## src/sv/spq_pkg.sv

```systemverilog
package spq_pkg;

    localparam int MAX_ENTRIES_DEF = 8;
    localparam logic [3:0] CAPACITY_RESET = 4'd5;

    localparam logic MODE_ENQ = 1'b0;
    localparam logic MODE_DEQ = 1'b1;

    localparam logic [1:0] ST_ENQUEUED = 2'd0;
    localparam logic [1:0] ST_DEQUEUED = 2'd1;
    localparam logic [1:0] ST_FULL     = 2'd2;
    localparam logic [1:0] ST_EMPTY    = 2'd3;

    typedef struct packed {
        logic               mode;
        logic signed [31:0] element;
        logic [15:0]        priority_req;
    } t_in_word;

    typedef struct packed {
        logic signed [31:0] out_element;
        logic [15:0]        out_priority;
        logic [1:0]         status;
        logic [3:0]         occupancy;
    } t_out_word;

    typedef struct packed {
        logic signed [31:0] elem;
        logic [15:0]        prio;
    } t_entry;

    // per-cell control from the top level
    typedef struct packed {
        logic enq;      // enqueue happens this cycle
        logic deq;      // dequeue happens this cycle
        logic live;     // cell holds a live entry
        logic at_tail;  // first free cell
    } t_cell_ctl;

endpackage

```

## src/sv/spq_cell.sv

```systemverilog
module spq_cell
    import spq_pkg::*;
(
    input  logic      i_clk,
    input  t_cell_ctl i_ctl,
    input  t_entry    i_new,
    input  t_entry    i_left,
    input  logic      i_left_gt,
    input  t_entry    i_right,
    output t_entry    o_entry,
    output logic      o_gt
);

    t_entry r_entry;
    t_entry n_entry;

    // strictly greater keeps equal priorities in arrival order
    assign o_gt = i_ctl.live && (r_entry.prio > i_new.prio);

    always_comb begin
        n_entry = r_entry;
        priority if (i_ctl.enq) begin
            priority if (i_left_gt) begin
                n_entry = i_left;
            end else if (o_gt || i_ctl.at_tail) begin
                n_entry = i_new;
            end
        end else if (i_ctl.deq) begin
            n_entry = i_right;
        end
    end

    always_ff @(posedge i_clk) begin
        r_entry <= n_entry;
    end

    assign o_entry = r_entry;

endmodule

```

## src/sv/sorted_priority_queue.sv

```systemverilog
// Channel   Direction  Handshake                  Payload
// in        to block   i_in_valid / o_in_ready    i_in_word  (t_in_word)
// out       from block o_out_valid / i_out_ready  o_out_word (t_out_word)
// cfg       to block   i_cfg_valid / o_cfg_ready  i_cfg_data (capacity)
//
// One word per cycle: every cell compares its priority with the new word in
// parallel, so an enqueue or dequeue finishes in the cycle it is accepted.
// The result sits in one output register; a word is accepted while that
// register is empty or being taken, so a stalled output holds the input.
// Reset (synchronous, active low) clears the count, the output valid and
// sets capacity to 5; cell contents are not reset and need no clearing.
module sorted_priority_queue
    import spq_pkg::*;
#(
    parameter int MAX_ENTRIES = MAX_ENTRIES_DEF
) (
    input  logic      i_clk,
    input  logic      i_rst_n,
    input  logic      i_in_valid,
    output logic      o_in_ready,
    input  t_in_word  i_in_word,
    output logic      o_out_valid,
    input  logic      i_out_ready,
    output t_out_word o_out_word,
    input  logic      i_cfg_valid,
    output logic      o_cfg_ready,
    input  logic [3:0] i_cfg_data
);

    localparam int CW = $clog2(MAX_ENTRIES + 1);  // count width
    localparam int LW = CW + 4;                   // compare width

    logic [CW-1:0] r_cnt;
    logic [CW-1:0] n_cnt;
    logic [3:0]    r_cap;
    logic          r_out_valid;
    t_out_word     r_out_word;
    t_out_word     n_out_word;

    logic [LW-1:0] limit;
    logic          full;
    logic          accept;
    logic          enq_do;
    logic          deq_do;
    t_entry        new_entry;

    t_entry        cell_entry [MAX_ENTRIES];
    logic          cell_gt    [MAX_ENTRIES];

    assign o_cfg_ready = 1'b1;
    assign o_in_ready  = !r_out_valid || i_out_ready;
    assign accept      = i_in_valid && o_in_ready;

    // capacity saturates at the number of cells
    assign limit = (LW'(r_cap) > LW'(MAX_ENTRIES)) ? LW'(MAX_ENTRIES) : LW'(r_cap);
    assign full  = LW'(r_cnt) >= limit;

    assign enq_do = accept && (i_in_word.mode == MODE_ENQ) && !full;
    assign deq_do = accept && (i_in_word.mode == MODE_DEQ) && (r_cnt != '0);

    assign new_entry.elem = i_in_word.element;
    assign new_entry.prio = i_in_word.priority_req;

    // row of cells, head in cell 0
    for (genvar g = 0; g < MAX_ENTRIES; g++) begin : g_cell
        t_cell_ctl ctl;
        t_entry    left;
        t_entry    right;
        logic      left_gt;

        assign ctl.enq     = enq_do;
        assign ctl.deq     = deq_do;
        assign ctl.live    = CW'(g) < r_cnt;
        assign ctl.at_tail = CW'(g) == r_cnt;

        if (g == 0) begin : g_head
            assign left    = new_entry;
            assign left_gt = 1'b0;
        end else begin : g_mid
            assign left    = cell_entry[g-1];
            assign left_gt = cell_gt[g-1];
        end

        if (g == MAX_ENTRIES - 1) begin : g_last
            assign right = cell_entry[g];
        end else begin : g_body
            assign right = cell_entry[g+1];
        end

        spq_cell u_cell (
            .i_clk     (i_clk),
            .i_ctl     (ctl),
            .i_new     (new_entry),
            .i_left    (left),
            .i_left_gt (left_gt),
            .i_right   (right),
            .o_entry   (cell_entry[g]),
            .o_gt      (cell_gt[g])
        );
    end

    always_comb begin
        n_cnt = r_cnt;
        if (enq_do) begin
            n_cnt = r_cnt + CW'(1);
        end else if (deq_do) begin
            n_cnt = r_cnt - CW'(1);
        end
    end

    always_comb begin
        n_out_word              = '0;
        n_out_word.occupancy    = 4'(n_cnt);
        priority if (enq_do) begin
            n_out_word.status = ST_ENQUEUED;
        end else if (deq_do) begin
            n_out_word.status       = ST_DEQUEUED;
            n_out_word.out_element  = cell_entry[0].elem;
            n_out_word.out_priority = cell_entry[0].prio;
        end else if (i_in_word.mode == MODE_ENQ) begin
            n_out_word.status = ST_FULL;
        end else begin
            n_out_word.status = ST_EMPTY;
        end
    end

    always_ff @(posedge i_clk) begin
        if (!i_rst_n) begin
            r_cnt       <= '0;
            r_cap       <= CAPACITY_RESET;
            r_out_valid <= 1'b0;
        end else begin
            if (accept) begin
                r_cnt <= n_cnt;
            end
            if (i_cfg_valid) begin
                r_cap <= i_cfg_data;
            end
            if (accept) begin
                r_out_valid <= 1'b1;
            end else if (i_out_ready) begin
                r_out_valid <= 1'b0;
            end
        end
    end

    always_ff @(posedge i_clk) begin
        if (accept) begin
            r_out_word <= n_out_word;
        end
    end

    assign o_out_valid = r_out_valid;
    assign o_out_word  = r_out_word;

endmodule

```

## config.mk

```make
export PLATFORM = sky130hd
export DESIGN_NAME = sorted_priority_queue
export DESIGN_NICKNAME = d
export VERILOG_FILES = /design/src/sv/spq_pkg.sv /design/src/sv/spq_cell.sv /design/src/sv/sorted_priority_queue.sv
export SDC_FILE = /design/constraint.sdc
export NUM_CORES = 1
export LEC_CHECK = 0
export CELL_PAD_IN_SITES_DETAIL_PLACEMENT = 2
export CELL_PAD_IN_SITES_GLOBAL_PLACEMENT = 2
export CORE_ASPECT_RATIO = 0.6
export CORE_MARGIN = 4
export CORE_UTILIZATION = 44
export CTS_BUF_LIST = sky130_fd_sc_hd__clkbuf_16
export DETAILED_ROUTE_END_ITERATION = 10
export DONT_BUFFER_PORTS = 1
export PLACE_DENSITY = 0.91
export SETUP_SLACK_MARGIN = 0.15
export SKIP_LAST_GASP = 1
export SLEW_MARGIN = 20
export SYNTH_ARGS = -nofsm -noshare
export SYNTH_HDL_FRONTEND = slang
export SYNTH_SLANG_ARGS = --single-unit
```

## constraint.sdc

```tcl
create_clock -name i_clk -period 12.18 [get_ports i_clk]
set_clock_uncertainty 0.1 [all_clocks]
set_input_delay 2.436 -clock i_clk [delete_from_list [all_inputs] [get_ports i_clk]]
set_output_delay 2.436 -clock i_clk [all_outputs]
set_load 0.05 [all_outputs]
```

==> impl_results.md <==
* Outcome: finished, final reports clean
* Launching element type of the critical path: primary input
* Ratio of total power to cell area at 196 mW/mm^2
* Ratio of final minimum period to clock period at 59.0%
* Met2 layer wire length in the routed design at 49.1 mm
* Post-detailed-placement cell area at 0.0247 mm^2
* Initial core utilization at between 40 and 50%
* Initial DRC Count at roughly 3200
* Fraction of final layout cells with drive strength greater than 1 at between 8 and 9%
* Full die area at 0.0588 mm^2
* Type of the worst setup path: in -> reg
* Worst EP required at 12.29 ns
* RSZ-0062 raised after global routing: false
* Master of the slowest instance on the critical path: o31a_2
* Highest-count cells in the layout ignoring fill and taps: nand2_1, edfxtp_1, nand4_1
* Area Growth Syn to Fin at 8.74%
* Max Clock Freq at between 100 and 150 MHz
* Clock tree from TritonCTS: done
* Static leakage at 9.59 nW
* Via-to-Cell Ratio at 7.42
* Most common cell after layout, fill and taps aside: nand2_1
* Sequential standard cell area at roughly 0.013 mm^2
* Worst hold-check path type: reg -> reg
* Buffers added on ports at 0
* Number of buffers on the longest clock path at 3
* Clock root buffer: clkbuf_16
* Synthesized instance count at 2161
* Final-report max-slew violation count at 0
* Detailed-route wire length at about 110 mm
* Share of flip-flops with an asynchronous set or reset after synthesis at 0%
* Antenna viol nets, final at 0
* Wire length the detailed router placed on met1 at 41.7 mm
* Final critical-path required period at 7.19 ns
* Data arrival, critical path at approximately 7.3 ns
* Seq/Total Area, Yosys at 55.2%
* Peak supply drop at 0.115 mV
* Final-layout setup total negative slack at 0 ns
* Die Y at 189 um
* Count of buffering cells on the critical path with inverters included at 3
* Met3 Routed Length at 13.8 mm
* Design area at 0.0263 mm^2
* Flops & latches, synth at 447
* Number of buffers added by the clock tree synthesis step at 46
* CP endpoint kind: flop
* Gate family responsible for the most delay along the worst path: compound AO/OA/AOI/OAI gates
* Number of global-route vias before repair at 22400
* Dpl hpwl at 63.6 mm
* Number of antenna violations at the first check in global routing at 10
* Syn Std Cell Area at 0.0241 mm^2
* Highest net fanout along the worst path at 41
* Yosys synthesis warning count at 0
* Count of nets after finishing at 2267
* Slew at the pin with the worst max-slew slack at 1.22 ns
* Predominant post-synthesis flop cell: edfxtp_1
* Row count at 66
* Count of instances resized after the clock tree is built at 0
* Number of setup violations in the final report at 0
* Multi-input gate area in the final layout at 0.0101 mm^2
* Number of different library cells in the post-synthesis netlist at 64
* CTS HTree Levels at 2
* Vias post-DR at 21000
* Drt pass-1 iters at 5
* Total power consumption of the routed design at 0.00514 W
* Critical Path Max Stage Delay at about 1.0 ns
* Filler Cell Count at 5285
* Routability congestion estimate from global placement at slightly below 1
* Final Hold Viols at 0
* Clock-pin slew of the registers on the worst-case setup and hold paths at roughly 0.060 ns
* Total Routing Usage GR at between 30% and 40%
* Number of buffers inserted to repair setup after CTS at 0
* Global-route wire length before repair at 159 mm
* Number of enable-type register cells in the synthesized netlist at about 440
* Total number of clock tree sinks at approximately 450
* Number of maximum-capacitance constraint violations at 0
* List of cells traversed by the critical path: inv_1, ha_1, and4_1, and4_1, a21boi_0, o31a_2, buf_4, a221oi_1, o21ai_4, buf_4
* Routed wirelength normalized by instance count at 39.0 um
* X dimension of the die at ~310 um
* Placeable core area at 0.0543 mm^2
* Net Count, Synth at 2356
* Pin count of the biggest net entering global routing at between 200 and 300
* Top Layer Used: met5
* Relative max-transition margin at 18.6%
* Top-Level Pins at 115
* Clk_lat worst skew at 0.60 ns
* DRC at 0
* Average instance area after synthesis at 11.2 um^2
* Count of hold buffers inserted by post-cts repair at 0
* Residual overflow from global routing at 0
==> sequential cells by signal, indices dropped and copies added, names as in the netlist <==
signal and count:
g_cell.u_cell.o_entry 384, o_out_word 54, r_cap 4, r_cnt 4
o_out_valid 1
==> per-stage QoR <==
stage	utilization, %	hold WS (ns)	cells	setup WS (ns)
2_1_floorplan	-	0.332	2161	2.48
3_3_place_gp	45.6	0.359	2736	5.22
3_5_place_dp	45.6	0.365	2736	4.97
4_1_cts	48.3	0.380	2818	5.30
5_1_grt	48.4	0.429	2821	5.20
6_report	48.4	0.382	2825	4.99
==> worst min-delay path, delay by kind of cell, from the launching register on <==
kind,cells,cell delay [ns]
flops,1,0.33
mux,1,0.07
simple gates,1,0.06
==> cells in the mapped netlist (9+ instances only) <==
| cell type | n | area (um^2) |
|---|---|---|
| nand2_1 | 476 | 1790 |
| edfxtp_1 | 438 | 13200 |
| nand4_1 | 210 | 1310 |
| o211ai_1 | 174 | 1310 |
| ha_1 | 137 | 1710 |
| o21ai_0 | 128 | 641 |
| clkbuf_1 | 101 | 379 |
| mux2i_1 | 98 | 981 |
| a21oi_1 | 55 | 275 |
| and2_1 | 55 | 344 |
| buf_2 | 49 | 245 |
| inv_1 | 33 | 124 |
| mux2_2 | 33 | 372 |
| o211ai_2 | 21 | 263 |
| nand3_1 | 13 | 65.1 |
| nor2_1 | 12 | 45.0 |
| nor2b_1 | 12 | 75.1 |
| and4_1 | 9 | 78.8 |
| buf_4 | 9 | 67.6 |
| dfxtp_1 | 9 | 180 |
==> layer usage <==
layer / vias to the layer above / global-route usage [%]
met1: 10600 / 46.4
met2: 1757 / 56.9
met3: 472 / 11.8
met5: - / 0.664
met4: 14 / 18.2
li1: 8077 / -
==> cells by family after synthesis <==
kind of cell / share of synthesized area, %
AO/OA/AOI/OAI: 12.4
XOR/XNOR: 0.109
adder cells (fa/ha/maj): 7.10
buffers and inverters: 3.59
flip-flops: 55.2
multiplexers: 5.60
other: 0.0155
AND/OR/NAND/NOR: 16.0
==> where the power goes <==
group / switching [W] / internal, W / total [W]
Sequential: 0.000243 / 0.00201 / 0.00225
Clock: 0.000687 / 0.000809 / 0.00150
Combinational: 0.00107 / 0.000323 / 0.00139
==> cell type report <==
cell class	count	area share, %
Clock buffer	47	4.48
Sequential cell	447	50.8
Multi-Input combinational cell	1515	38.6
Antenna cell	5	0.0477
Timing Repair Buffer	29	1.00
Inverter	33	0.472
Tap cell	714	3.40
Clock inverter	35	1.17
==> path summary, 6_finish.rpt <==
| path | from | end | depth (start not counted) | slack [ns] |
|---|---|---|---|---|
| worst max-delay path | i_in_word[14] | g_cell[2].u_cell.o_entry[12]$_DFFE_PP_ | 10 | 4.99 |
| worst min-delay path | r_cap[2]$_SDFFE_PN1P_ | r_cap[2]$_SDFFE_PN1P_ | 2 | 0.38 |
| worst max register to register | o_out_valid$_SDFFE_PN0P_ | g_cell[7].u_cell.o_entry[16]$_DFFE_PP_ | 7 | 6.58 |
| worst min register to register | r_cap[2]$_SDFFE_PN1P_ | r_cap[2]$_SDFFE_PN1P_ | 2 | 0.38 |
Note: power is estimated with default switching activity, not from simulation.
